$ cat src/rtl/core/embedding_projection_classifier_unit_defines.svh
// ----------------------------------------------------------------------------
// Embedding projection classifier assertion macros
// Checks go away when SYNTHESIS is defined.
// ----------------------------------------------------------------------------
`ifndef EMBEDDING_PROJECTION_CLASSIFIER_UNIT_DEFINES_SVH
`define EMBEDDING_PROJECTION_CLASSIFIER_UNIT_DEFINES_SVH

`ifndef SYNTHESIS
`define EPC_ASSERT_IMP(label, clk, rst_n, ante, cons) \
    label: assert property (@(posedge clk) disable iff (!rst_n) (ante) |-> (cons)) \
        else $error("epc check failed");
`define EPC_ASSERT_NXT(label, clk, rst_n, ante, cons) \
    label: assert property (@(posedge clk) disable iff (!rst_n) (ante) |=> (cons)) \
        else $error("epc check failed");
`else
`define EPC_ASSERT_IMP(label, clk, rst_n, ante, cons)
`define EPC_ASSERT_NXT(label, clk, rst_n, ante, cons)
`endif

`endif

$ cat src/rtl/core/epc_pkg.sv
// ----------------------------------------------------------------------------
// epc_pkg
// Types, constants and weight tables of the embedding projection classifier.
// ----------------------------------------------------------------------------
`default_nettype none

package epc_pkg;

    localparam int NUM_FEAT   = 5;
    localparam int FIDX_W     = 3;
    localparam int ROM_ROWS   = 32;
    localparam int ROW_W      = 5;
    localparam int ELEM_W     = 16;
    localparam int WGT_W      = 16;
    localparam int ACC_W      = 40;
    localparam int PROD_W     = ACC_W + WGT_W;
    localparam int V_W        = PROD_W + 2;
    localparam int FRAC_SHIFT = 19;
    localparam int FEAT_W     = 32;
    localparam int STEP_W     = 3;

    // Register indexes of the configuration port
    localparam logic [1:0] REG_CRIT_SPEED = 2'd0;
    localparam logic [1:0] REG_WARN_SPEED = 2'd1;
    localparam logic [1:0] REG_CRIT_VALUE = 2'd2;
    localparam logic [1:0] REG_WARN_VALUE = 2'd3;

    localparam logic [FEAT_W-1:0] RST_CRIT_SPEED = 32'd563200;
    localparam logic [FEAT_W-1:0] RST_WARN_SPEED = 32'd409600;
    localparam logic [FEAT_W-1:0] RST_CRIT_VALUE = 32'd640000;
    localparam logic [FEAT_W-1:0] RST_WARN_VALUE = 32'd384000;

    // Severity codes
    localparam logic [1:0] SEV_INFO     = 2'd0;
    localparam logic [1:0] SEV_WARNING  = 2'd1;
    localparam logic [1:0] SEV_CRITICAL = 2'd2;

    // Affine rescale offsets in Q.27
    localparam logic signed [V_W-1:0] OFS_VELOCITY  = V_W'(64'sd161061273600);
    localparam logic signed [V_W-1:0] OFS_INTENSITY = V_W'(64'sd107374182400);
    localparam logic signed [V_W-1:0] OFS_DENSITY   = V_W'(64'sd53687091200);
    localparam logic signed [V_W-1:0] OFS_PROTON    = V_W'(64'sd20132659200);
    localparam logic signed [V_W-1:0] OFS_XRAY      = V_W'(64'sd80530637);

    typedef struct packed {
        logic signed [ELEM_W-1:0] element;
        logic [2:0]               stream_kind;
    } sample_t;

    typedef struct packed {
        logic [FEAT_W-1:0] velocity;
        logic [FEAT_W-1:0] intensity;
        logic [FEAT_W-1:0] density;
        logic [FEAT_W-1:0] proton_level;
        logic [FEAT_W-1:0] xray_level;
        logic [FEAT_W-1:0] selected_value;
        logic [1:0]        severity;
    } result_t;

    typedef struct packed {
        logic [FEAT_W-1:0] crit_speed;
        logic [FEAT_W-1:0] warn_speed;
        logic [FEAT_W-1:0] crit_value;
        logic [FEAT_W-1:0] warn_value;
    } limits_t;

    typedef struct packed {
        logic              load;
        logic              mul_en;
        logic              mul_rescale;
        logic [FIDX_W-1:0] mul_idx;
        logic              acc_add;
        logic              acc_clear;
        logic              v_en;
        logic [FIDX_W-1:0] off_idx;
        logic              feat_en;
        logic              classify;
        logic [ROW_W-1:0]  row;
    } ctrl_t;

    typedef logic [0:NUM_FEAT-1][WGT_W-1:0] weight_row_t;

    // Q1.15 projection weights, one row per embedding position mod 32
    function automatic weight_row_t weight_row(input logic [ROW_W-1:0] row);
        weight_row_t w;
        unique case (row)
            5'd0:  w = '{16'sd4915, 16'sd2621, -16'sd1638, 16'sd3932, 16'sd1311};
            5'd1:  w = '{-16'sd1311, 16'sd5898, 16'sd2949, -16'sd1966, 16'sd4588};
            5'd2:  w = '{16'sd3604, 16'sd983, 16'sd5243, 16'sd3277, -16'sd1966};
            5'd3:  w = '{16'sd5571, -16'sd3277, 16'sd1311, 16'sd4915, 16'sd3932};
            5'd4:  w = '{16'sd1966, 16'sd4260, -16'sd3932, 16'sd655, 16'sd5571};
            5'd5:  w = '{-16'sd1311, 16'sd2621, 16'sd4915, -16'sd4588, 16'sd328};
            5'd6:  w = '{16'sd4588, -16'sd983, 16'sd1966, 16'sd2949, -16'sd3277};
            5'd7:  w = '{16'sd328, 16'sd5243, -16'sd2621, 16'sd1311, 16'sd2621};
            5'd8:  w = '{16'sd3932, -16'sd2294, 16'sd5243, -16'sd5243, 16'sd4260};
            5'd9:  w = '{-16'sd1311, 16'sd3932, 16'sd655, 16'sd2294, -16'sd2294};
            5'd10: w = '{16'sd2621, 16'sd1311, -16'sd3277, 16'sd3604, 16'sd4915};
            5'd11: w = '{16'sd5243, -16'sd4588, 16'sd2294, -16'sd983, 16'sd1638};
            5'd12: w = '{-16'sd1966, 16'sd3604, 16'sd4588, 16'sd2621, -16'sd4260};
            5'd13: w = '{16'sd3277, 16'sd328, -16'sd1638, 16'sd4588, 16'sd2949};
            5'd14: w = '{16'sd655, 16'sd5243, 16'sd3932, -16'sd1638, 16'sd983};
            5'd15: w = '{-16'sd3932, 16'sd1638, 16'sd328, 16'sd3277, 16'sd5571};
            5'd16: w = '{16'sd1638, -16'sd3604, 16'sd5571, 16'sd983, -16'sd1311};
            5'd17: w = '{16'sd4915, 16'sd2949, -16'sd1966, -16'sd3932, 16'sd3604};
            5'd18: w = '{-16'sd983, 16'sd4588, 16'sd2621, 16'sd1966, 16'sd1966};
            5'd19: w = '{16'sd2949, -16'sd655, 16'sd4915, 16'sd4915, -16'sd4588};
            5'd20: w = '{16'sd3932, 16'sd2294, -16'sd983, -16'sd2621, 16'sd3932};
            5'd21: w = '{-16'sd2294, 16'sd4915, 16'sd3277, 16'sd1638, 16'sd655};
            5'd22: w = '{16'sd5571, -16'sd1311, 16'sd1638, 16'sd3932, -16'sd2949};
            5'd23: w = '{16'sd983, 16'sd3932, -16'sd4260, 16'sd328, 16'sd5243};
            5'd24: w = '{16'sd2949, 16'sd983, 16'sd2294, -16'sd5243, 16'sd1966};
            5'd25: w = '{-16'sd1638, 16'sd5571, 16'sd4260, 16'sd2621, -16'sd3932};
            5'd26: w = '{16'sd4260, -16'sd2949, 16'sd655, 16'sd3277, 16'sd3277};
            5'd27: w = '{16'sd655, 16'sd1966, -16'sd5243, -16'sd1311, 16'sd4915};
            5'd28: w = '{-16'sd2621, 16'sd4260, 16'sd1638, 16'sd2294, -16'sd655};
            5'd29: w = '{16'sd3604, -16'sd328, 16'sd3604, 16'sd4588, 16'sd2949};
            5'd30: w = '{16'sd1966, 16'sd3277, -16'sd2294, -16'sd983, 16'sd1638};
            5'd31: w = '{-16'sd4915, 16'sd1311, 16'sd4260, 16'sd2949, -16'sd4260};
        endcase
        return w;
    endfunction

    function automatic logic signed [WGT_W-1:0] scale_of(input logic [FIDX_W-1:0] idx);
        logic signed [WGT_W-1:0] s;
        unique case (idx)
            3'd0:    s = 16'sd2800;
            3'd1:    s = 16'sd4500;
            3'd2:    s = 16'sd1800;
            3'd3:    s = 16'sd900;
            3'd4:    s = 16'sd8;
            default: s = '0;
        endcase
        return s;
    endfunction

    function automatic logic signed [V_W-1:0] offset_of(input logic [FIDX_W-1:0] idx);
        logic signed [V_W-1:0] o;
        unique case (idx)
            3'd0:    o = OFS_VELOCITY;
            3'd1:    o = OFS_INTENSITY;
            3'd2:    o = OFS_DENSITY;
            3'd3:    o = OFS_PROTON;
            3'd4:    o = OFS_XRAY;
            default: o = '0;
        endcase
        return o;
    endfunction

    // Stream kind mod 5
    function automatic logic [FIDX_W-1:0] kind_index(input logic [2:0] kind);
        logic [FIDX_W-1:0] k;
        unique case (kind)
            3'd5:    k = 3'd0;
            3'd6:    k = 3'd1;
            3'd7:    k = 3'd2;
            default: k = kind;
        endcase
        return k;
    endfunction

endpackage

`default_nettype wire

$ cat src/rtl/core/embedding_projection_classifier_unit.sv
// ----------------------------------------------------------------------------
// embedding_projection_classifier_unit
// Projects an embedding onto five features and classifies severity.
// ----------------------------------------------------------------------------
// Each start with busy low takes one embedding element; elements arrive in
// dimension order. One shared multiplier forms the five weight products of an
// element in turn, and busy stays high until the fifth product is accumulated,
// so a new element can be taken only after busy falls. After element EMBED_DIMS
// the same multiplier runs the five rescales and then the classify step
// follows, with busy held high throughout. The result word then shows on
// result for one cycle with result_valid high; it cannot be held off, so the
// receiver must take it in that cycle. Limits may be written only while idle.
// ----------------------------------------------------------------------------
`default_nettype none

module embedding_projection_classifier_unit
    import epc_pkg::*;
#(
    parameter int EMBED_DIMS = 32
)(
    input  wire logic        clk,
    input  wire logic        rst_n,
    input  wire logic        start,
    output logic             busy,
    input  wire sample_t     sample,
    output result_t          result,
    output logic             result_valid,
    input  wire logic        cfg_we,
    input  wire logic [1:0]  cfg_index,
    input  wire logic [31:0] cfg_data
);

    ctrl_t   ctrl;
    limits_t limits_reg;

    always_ff @(posedge clk or negedge rst_n)
    begin
        if (!rst_n)
        begin
            limits_reg.crit_speed <= RST_CRIT_SPEED;
            limits_reg.warn_speed <= RST_WARN_SPEED;
            limits_reg.crit_value <= RST_CRIT_VALUE;
            limits_reg.warn_value <= RST_WARN_VALUE;
        end
        else if (cfg_we)
        begin
            unique case (cfg_index)
                REG_CRIT_SPEED: limits_reg.crit_speed <= cfg_data;
                REG_WARN_SPEED: limits_reg.warn_speed <= cfg_data;
                REG_CRIT_VALUE: limits_reg.crit_value <= cfg_data;
                REG_WARN_VALUE: limits_reg.warn_value <= cfg_data;
            endcase
        end
    end

    epc_ctrl #(
        .EMBED_DIMS (EMBED_DIMS)
    ) u_ctrl (
        .clk   (clk),
        .rst_n (rst_n),
        .start (start),
        .busy  (busy),
        .ctrl  (ctrl)
    );

    epc_datapath u_datapath (
        .clk          (clk),
        .rst_n        (rst_n),
        .ctrl         (ctrl),
        .sample       (sample),
        .limits       (limits_reg),
        .result       (result),
        .result_valid (result_valid)
    );

endmodule

`default_nettype wire

$ cat src/rtl/core/epc_ctrl.sv
// ----------------------------------------------------------------------------
// epc_ctrl
// Sequencer: steps the shared multiplier through the five weight products of
// each element, through the five rescales after the last element, then classify.
// ----------------------------------------------------------------------------
`default_nettype none
`include "embedding_projection_classifier_unit_defines.svh"

module epc_ctrl
    import epc_pkg::*;
#(
    parameter int EMBED_DIMS = 32
)(
    input  wire logic clk,
    input  wire logic rst_n,
    input  wire logic start,
    output logic      busy,
    output ctrl_t     ctrl
);

    localparam int CNT_W = (EMBED_DIMS > 1) ? $clog2(EMBED_DIMS) : 1;

    localparam logic [1:0] ST_IDLE     = 2'd0;
    localparam logic [1:0] ST_MAC      = 2'd1;
    localparam logic [1:0] ST_RESCALE  = 2'd2;
    localparam logic [1:0] ST_CLASSIFY = 2'd3;

    localparam logic [STEP_W-1:0] MAC_LAST_STEP = STEP_W'(NUM_FEAT);
    localparam logic [STEP_W-1:0] RSC_LAST_STEP = STEP_W'(NUM_FEAT + 1);
    localparam logic [CNT_W-1:0]  LAST_ELEM     = CNT_W'(EMBED_DIMS - 1);

    logic [1:0]        state_reg, state_next;
    logic [STEP_W-1:0] step_reg, step_next;
    logic [CNT_W-1:0]  count_reg, count_next;
    logic [CNT_W+ROW_W-1:0] count_ext;

    assign count_ext = {{ROW_W{1'b0}}, count_reg};
    assign busy      = (state_reg != ST_IDLE);

    always_comb
    begin
        state_next = state_reg;
        step_next  = step_reg;
        count_next = count_reg;
        ctrl       = '0;
        ctrl.row   = count_ext[ROW_W-1:0];
        unique case (state_reg)
            ST_IDLE:
            begin
                if (start)
                begin
                    ctrl.load  = 1'b1;
                    state_next = ST_MAC;
                    step_next  = '0;
                end
            end
            ST_MAC:
            begin
                ctrl.mul_en  = (step_reg < MAC_LAST_STEP);
                ctrl.mul_idx = step_reg;
                ctrl.acc_add = (step_reg != '0);
                step_next    = step_reg + 1'b1;
                if (step_reg == MAC_LAST_STEP)
                begin
                    step_next = '0;
                    if (count_reg == LAST_ELEM)
                    begin
                        count_next = '0;
                        state_next = ST_RESCALE;
                    end
                    else
                    begin
                        count_next = count_reg + 1'b1;
                        state_next = ST_IDLE;
                    end
                end
            end
            ST_RESCALE:
            begin
                // multiply, add offset, then magnitude; one feature per step
                ctrl.mul_en      = (step_reg < MAC_LAST_STEP);
                ctrl.mul_rescale = 1'b1;
                ctrl.mul_idx     = step_reg;
                ctrl.acc_clear   = (step_reg < MAC_LAST_STEP);
                ctrl.v_en        = (step_reg != '0) && (step_reg <= MAC_LAST_STEP);
                ctrl.off_idx     = step_reg - 1'b1;
                ctrl.feat_en     = (step_reg >= STEP_W'(2));
                step_next        = step_reg + 1'b1;
                if (step_reg == RSC_LAST_STEP)
                begin
                    step_next  = '0;
                    state_next = ST_CLASSIFY;
                end
            end
            ST_CLASSIFY:
            begin
                ctrl.classify = 1'b1;
                state_next    = ST_IDLE;
            end
        endcase
    end

    always_ff @(posedge clk or negedge rst_n)
    begin
        if (!rst_n)
        begin
            state_reg <= ST_IDLE;
            step_reg  <= '0;
            count_reg <= '0;
        end
        else
        begin
            state_reg <= state_next;
            step_reg  <= step_next;
            count_reg <= count_next;
        end
    end

    `EPC_ASSERT_IMP(a_idle_quiet, clk, rst_n, !busy,
        !(ctrl.mul_en || ctrl.acc_add || ctrl.v_en || ctrl.feat_en || ctrl.classify))
    `EPC_ASSERT_NXT(a_start_busy, clk, rst_n, start && !busy, busy && ctrl.mul_en)
    `EPC_ASSERT_IMP(a_add_clear_excl, clk, rst_n, ctrl.acc_add, !ctrl.acc_clear)

endmodule

`default_nettype wire

$ cat src/rtl/core/epc_datapath.sv
// ----------------------------------------------------------------------------
// epc_datapath
// Shared multiplier, rotating accumulators, rescale pipeline, feature
// registers and severity classification.
// ----------------------------------------------------------------------------
`default_nettype none
`include "embedding_projection_classifier_unit_defines.svh"

module epc_datapath
    import epc_pkg::*;
(
    input  wire logic    clk,
    input  wire logic    rst_n,
    input  wire ctrl_t   ctrl,
    input  wire sample_t sample,
    input  wire limits_t limits,
    output result_t      result,
    output logic         result_valid
);

    logic signed [ELEM_W-1:0]  elem_reg;
    logic [2:0]                kind_reg;
    logic signed [ACC_W-1:0]   acc_reg [NUM_FEAT];
    logic signed [PROD_W-1:0]  prod_reg;
    logic signed [V_W-1:0]     v_reg;
    logic [FEAT_W-1:0]         feat_reg [NUM_FEAT];
    result_t                   result_reg;
    logic                      valid_reg;

    logic signed [ACC_W-1:0]   op_a;
    logic signed [WGT_W-1:0]   op_b;
    weight_row_t               wrow;
    logic signed [ACC_W-1:0]   acc_sum;
    logic [V_W-1:0]            mag;
    logic [V_W-1:0]            rnd_sum;
    logic [V_W-FRAC_SHIFT-1:0] rnd_val;
    logic [FEAT_W-1:0]         feat_val;
    logic [FEAT_W-1:0]         sel_val;
    logic [1:0]                sev;

    assign wrow = weight_row(ctrl.row);
    assign op_a = ctrl.mul_rescale ? acc_reg[0]
                                   : {{(ACC_W-ELEM_W){elem_reg[ELEM_W-1]}}, elem_reg};
    assign op_b = ctrl.mul_rescale ? scale_of(ctrl.mul_idx) : $signed(wrow[ctrl.mul_idx]);

    assign acc_sum = acc_reg[0] + prod_reg[ACC_W-1:0];

    // Magnitude, round half up, saturate
    always_comb
    begin
        mag      = v_reg[V_W-1] ? V_W'(-v_reg) : V_W'(v_reg);
        rnd_sum  = mag + (V_W'(1) << (FRAC_SHIFT - 1));
        rnd_val  = rnd_sum[V_W-1:FRAC_SHIFT];
        feat_val = (|rnd_val[V_W-FRAC_SHIFT-1:FEAT_W]) ? '1 : rnd_val[FEAT_W-1:0];
    end

    always_comb
    begin
        sel_val = feat_reg[kind_index(kind_reg)];
        priority if (feat_reg[0] > limits.crit_speed || sel_val > limits.crit_value)
            sev = SEV_CRITICAL;
        else if (feat_reg[0] > limits.warn_speed || sel_val > limits.warn_value)
            sev = SEV_WARNING;
        else
            sev = SEV_INFO;
    end

    always_ff @(posedge clk)
    begin
        if (ctrl.load)
        begin
            elem_reg <= sample.element;
            kind_reg <= sample.stream_kind;
        end
        if (ctrl.mul_en)
            prod_reg <= op_a * op_b;
        if (ctrl.v_en)
            v_reg <= V_W'(prod_reg) + offset_of(ctrl.off_idx);
        if (ctrl.feat_en)
        begin
            for (int i = 0; i < NUM_FEAT - 1; i++)
                feat_reg[i] <= feat_reg[i+1];
            feat_reg[NUM_FEAT-1] <= feat_val;
        end
        if (ctrl.classify)
        begin
            result_reg.velocity       <= feat_reg[0];
            result_reg.intensity      <= feat_reg[1];
            result_reg.density        <= feat_reg[2];
            result_reg.proton_level   <= feat_reg[3];
            result_reg.xray_level     <= feat_reg[4];
            result_reg.selected_value <= sel_val;
            result_reg.severity       <= sev;
        end
    end

    // Accumulators rotate: the head is always the feature being worked on
    always_ff @(posedge clk or negedge rst_n)
    begin
        if (!rst_n)
        begin
            for (int i = 0; i < NUM_FEAT; i++)
                acc_reg[i] <= '0;
            valid_reg <= 1'b0;
        end
        else
        begin
            valid_reg <= ctrl.classify;
            if (ctrl.acc_add || ctrl.acc_clear)
            begin
                for (int i = 0; i < NUM_FEAT - 1; i++)
                    acc_reg[i] <= acc_reg[i+1];
                acc_reg[NUM_FEAT-1] <= ctrl.acc_add ? acc_sum : '0;
            end
        end
    end

    assign result       = result_reg;
    assign result_valid = valid_reg;

    `EPC_ASSERT_NXT(a_classify_strobe, clk, rst_n, ctrl.classify, valid_reg)
    `EPC_ASSERT_NXT(a_single_strobe, clk, rst_n, valid_reg, !valid_reg)
    `EPC_ASSERT_IMP(a_sev_code, clk, rst_n, valid_reg,
        result_reg.severity == SEV_INFO || result_reg.severity == SEV_WARNING ||
        result_reg.severity == SEV_CRITICAL)

endmodule

`default_nettype wire
$ cat config.mk
export PLATFORM = sky130hd
export DESIGN_NAME = embedding_projection_classifier_unit
export DESIGN_NICKNAME = d
export VERILOG_FILES = /design/src/rtl/core/epc_pkg.sv /design/src/rtl/core/embedding_projection_classifier_unit.sv /design/src/rtl/core/epc_ctrl.sv /design/src/rtl/core/epc_datapath.sv
export VERILOG_INCLUDE_DIRS = /design/src /design/src/rtl/core
export SDC_FILE = /design/constraint.sdc
export NUM_CORES = 2
export LEC_CHECK = 0
export ABC_AREA = 1
export BUFFER_PORTS_ARGS = -buffer_cell sky130_fd_sc_hd__clkbuf_2
export CAP_MARGIN = 30
export CORE_MARGIN = 10
export CORE_UTILIZATION = 64
export CTS_CLUSTER_DIAMETER = 30
export DETAILED_ROUTE_END_ITERATION = 7
export GPL_TIMING_DRIVEN = 0
export PLACE_DENSITY_LB_ADDON = 0.12
export SLEW_MARGIN = 20
export SYNTH_ARGS = -nofsm -noshare
export SYNTH_HDL_FRONTEND = slang
export SYNTH_HIERARCHICAL = 1
export SYNTH_SLANG_ARGS = --single-unit
$ cat constraint.sdc
create_clock -name clk -period 14.67 [get_ports clk]
set_clock_uncertainty 0.2 [all_clocks]
set_input_delay 4.401 -clock clk [delete_from_list [all_inputs] [get_ports clk]]
set_output_delay 4.401 -clock clk [all_outputs]
set_load 0.01 [all_outputs]
==> results.md <==
- Layout cells sized above 1: 8.67%
- Simple-gate share of the synthesized area: 19.4%
- Layout net count: 8860
- Minimum clock period: 12.46 ns
- Area Growth Syn to Fin: 11.4%
- Relative slew slack: 16.1%
- Yosys top cell by area: edfxtp_1
- Final cycle utilization of the critical path: 85.0%
- Max FFs per register: 200
- Top-area cell type share of the netlist area: 22.6%
- Syn Area/Cell: 8.69 um2
- Starting Density: 64.6%
- Synth Area in Compound Gates: 8.29%
- Netlist Area Pre-Place: 64800 um2
- Die Footprint: 114000 um2
- Crit-path slowest cell: dfrtp_1
- Layout filler cell count: 7335
- Reg clk slew, reported paths: 0.06 ns
- DRC viols: 0
- Die W: 338 um
- CP Capture Type: register
- Vias in the first global route: 56314
- Initial antenna violation count: 4
- Post-cts sizing count: 0
- Clk root buf: clkbuf_16
- First-pass GRT wire length: 330000 um
- Clk Latency, worst-skew pair: 0.68 ns
- TritonCTS buffer count: 106
- Post-DP HPWL: 175000 um
- Core ar.: 100000 um2
- Via count: 55672
- Worst path required time: 14.88 ns
- Largest net degree at the start of global routing: 88
- Total negative slack: 0 ns
- Startpoint Class: register
- Proportion of synthesized area in mux cells: 0.0174%
- RD Place Congestion: 1.04
- Grt peak-use layer: met2
- Io pins: 253
- Routing usage on met3: 7.74%
- Count of final hold-check violations: 0
- DP Cell Count: 9097
- Synth Area in Adders: 25.3%
- Register area share after synthesis: 35.7%
- CTS tree: done
- WP data arrival: 12.68 ns
- Synth top area cells: edfxtp_1 (23%), fa_1 (18%), dfrtp_1 (12%)
- DIE HEIGHT: 338 um
- Synth warn: 6
- 1st-iter DRT viols: 6101
- Syn_nets: 8461
- Max FO, Critical Path: 15
- Post-Layout Cell Count: 9303
- Top cells by count, synth: nand2_1 (1727), inv_1 (1293), nor2_1 (811)
- Met1 Resource Use GR: 44.7%
- Vias/cell: 5.98
- DR pass1 iterations: 6
- Max cap viols: 0
- CTS max path bufs: 3
- Fraction of registers with async set/reset: 41.0%
- Total GRT Usage: 38.3%
- Syn Inst Count: 7454
- Slew Limit Fails: 0
- Largest stage delay on the critical path: 0.93 ns
- DRT antenna net count: 0
- Post-Synth XOR/XNOR Area: 2.14%
- Port Buf Inserts: 251
- Least-Margin Pin Slew: 1.25 ns
- Worst Setup Path Type: register to register
- HP Class: register to register
- Met2 Resource Use GR: 62.0%
- Total wire length: 220000 um
- Final routed wire length divided by cell count: 23.6 um
- Post-synthesis cell type count: 72
- Status: completed
- Post-cts hold buffer count: 0
- Post-synth EDFFs: 487
- #FFs+latches synth: 826
- Final setup vio count: 0
- Peak Freq: 0.0802 GHz
- Most common cell in the synthesized netlist: nand2_1
- Post-CTS Setup Inserts: 0
- Site Rows: 116
- Largest family of logic cells by synthesized area: adder cells
- Clock Sinks: 826
- H-tree depth: 3
- GRT overflow: 0
- RSZ-0062 raised after global routing: false
- Synth Flop Type: edfxtp_1
[critical path, delay by kind of cell, from the launching register on]
family | cells | cell delay [ns]
adder cells (fa/ha/maj) | 8 | 3.81
AO/OA/AOI/OAI | 10 | 2.69
AND/OR/NAND/NOR | 12 | 1.68
flip-flops | 1 | 0.93
buffers and inverters | 9 | 2.86
[final timing paths]
path	startpoint	end	slack [ns]	depth (start not counted)
setup reg to reg	u_ctrl/count_reg[0]	u_datapath/prod_reg[42]	2.21	39
max in group asynchronous	rst_n	u_datapath/acc_reg[19]	9.66	3
hold reg to reg	u_datapath/acc_reg[116]	u_datapath/acc_reg[156]	0.23	2
hold / removal	u_datapath/acc_reg[116]	u_datapath/acc_reg[156]	0.23	2
min in group asynchronous	rst_n	limits_reg[72]	3.48	1
setup / recovery	u_ctrl/count_reg[0]	u_datapath/prod_reg[42]	2.21	39
[routing by layer]
metal  up-vias  part of all wire [%]
li1      24557                     -
met1     26750                    35
met2      3440                    46
met3       917                    10
met4         8                   9.3
met5         -                 0.029
[metrics by stage]
| step | setup slack (ns) | hold slack (ns) | utilization (%) | area, um2 |
|---|---|---|---|---|
| after floorplan | 4.53 | 0.226 | - | 64800 |
| after global placement | 0.721 | 0.232 | 67.5 | 67700 |
| after detailed placement | 2.86 | 0.239 | 68.2 | 68400 |
| after CTS | 2.87 | 0.243 | 71.9 | 72100 |
| after global routing | 2.17 | 0.273 | 71.9 | 72200 |
| final | 2.21 | 0.234 | 71.9 | 72200 |
[cells by family after synthesis]
| kind of cell | after synthesis |
|---|---|
| buffers and inverters | 1544 |
| adder cells (fa/ha/maj) | 950 |
| XOR/XNOR | 157 |
| AND/OR/NAND/NOR | 3054 |
| multiplexers | 1 |
| flip-flops | 826 |
| AO/OA/AOI/OAI | 922 |
[layout by cell type, fill, tap and decap left out, drive strengths merged, types with 21 or more instances in the layout]
master / Yosys / final
clkinv: 11 / 42
nand2: 1749 / 1749
xor2: 98 / 98
nor2: 835 / 835
nand3b: 21 / 21
dfrtp: 320 / 320
xnor2: 59 / 59
nor3: 32 / 32
or2: 36 / 36
edfxtp: 487 / 487
clkbuf: 150 / 529
nand3: 218 / 218
ha: 353 / 353
o211ai: 58 / 58
buf: 84 / 122
fa: 597 / 597
o21bai: 44 / 44
o21ai: 332 / 332
nand4: 137 / 137
a21oi: 289 / 289
a31oi: 69 / 69
inv: 1299 / 1328
[cell type report]
class / count / area (um2) / share of cell area [%]
antenna: 2 / 5.00 / 0.00694
buffer: 234 / 1020 / 1.42
clock buffer: 126 / 2870 / 3.98
clock inverter: 73 / 821 / 1.14
inverter: 1310 / 4920 / 6.81
multi-input combinational: 5084 / 35700 / 49.5
sequential: 826 / 23100 / 32.1
tap: 1357 / 1700 / 2.35
timing repair buffer: 291 / 1940 / 2.69
Power is not shown: default switching activity piles up to over one toggle a cycle in this logic, so the estimate is an artifact.
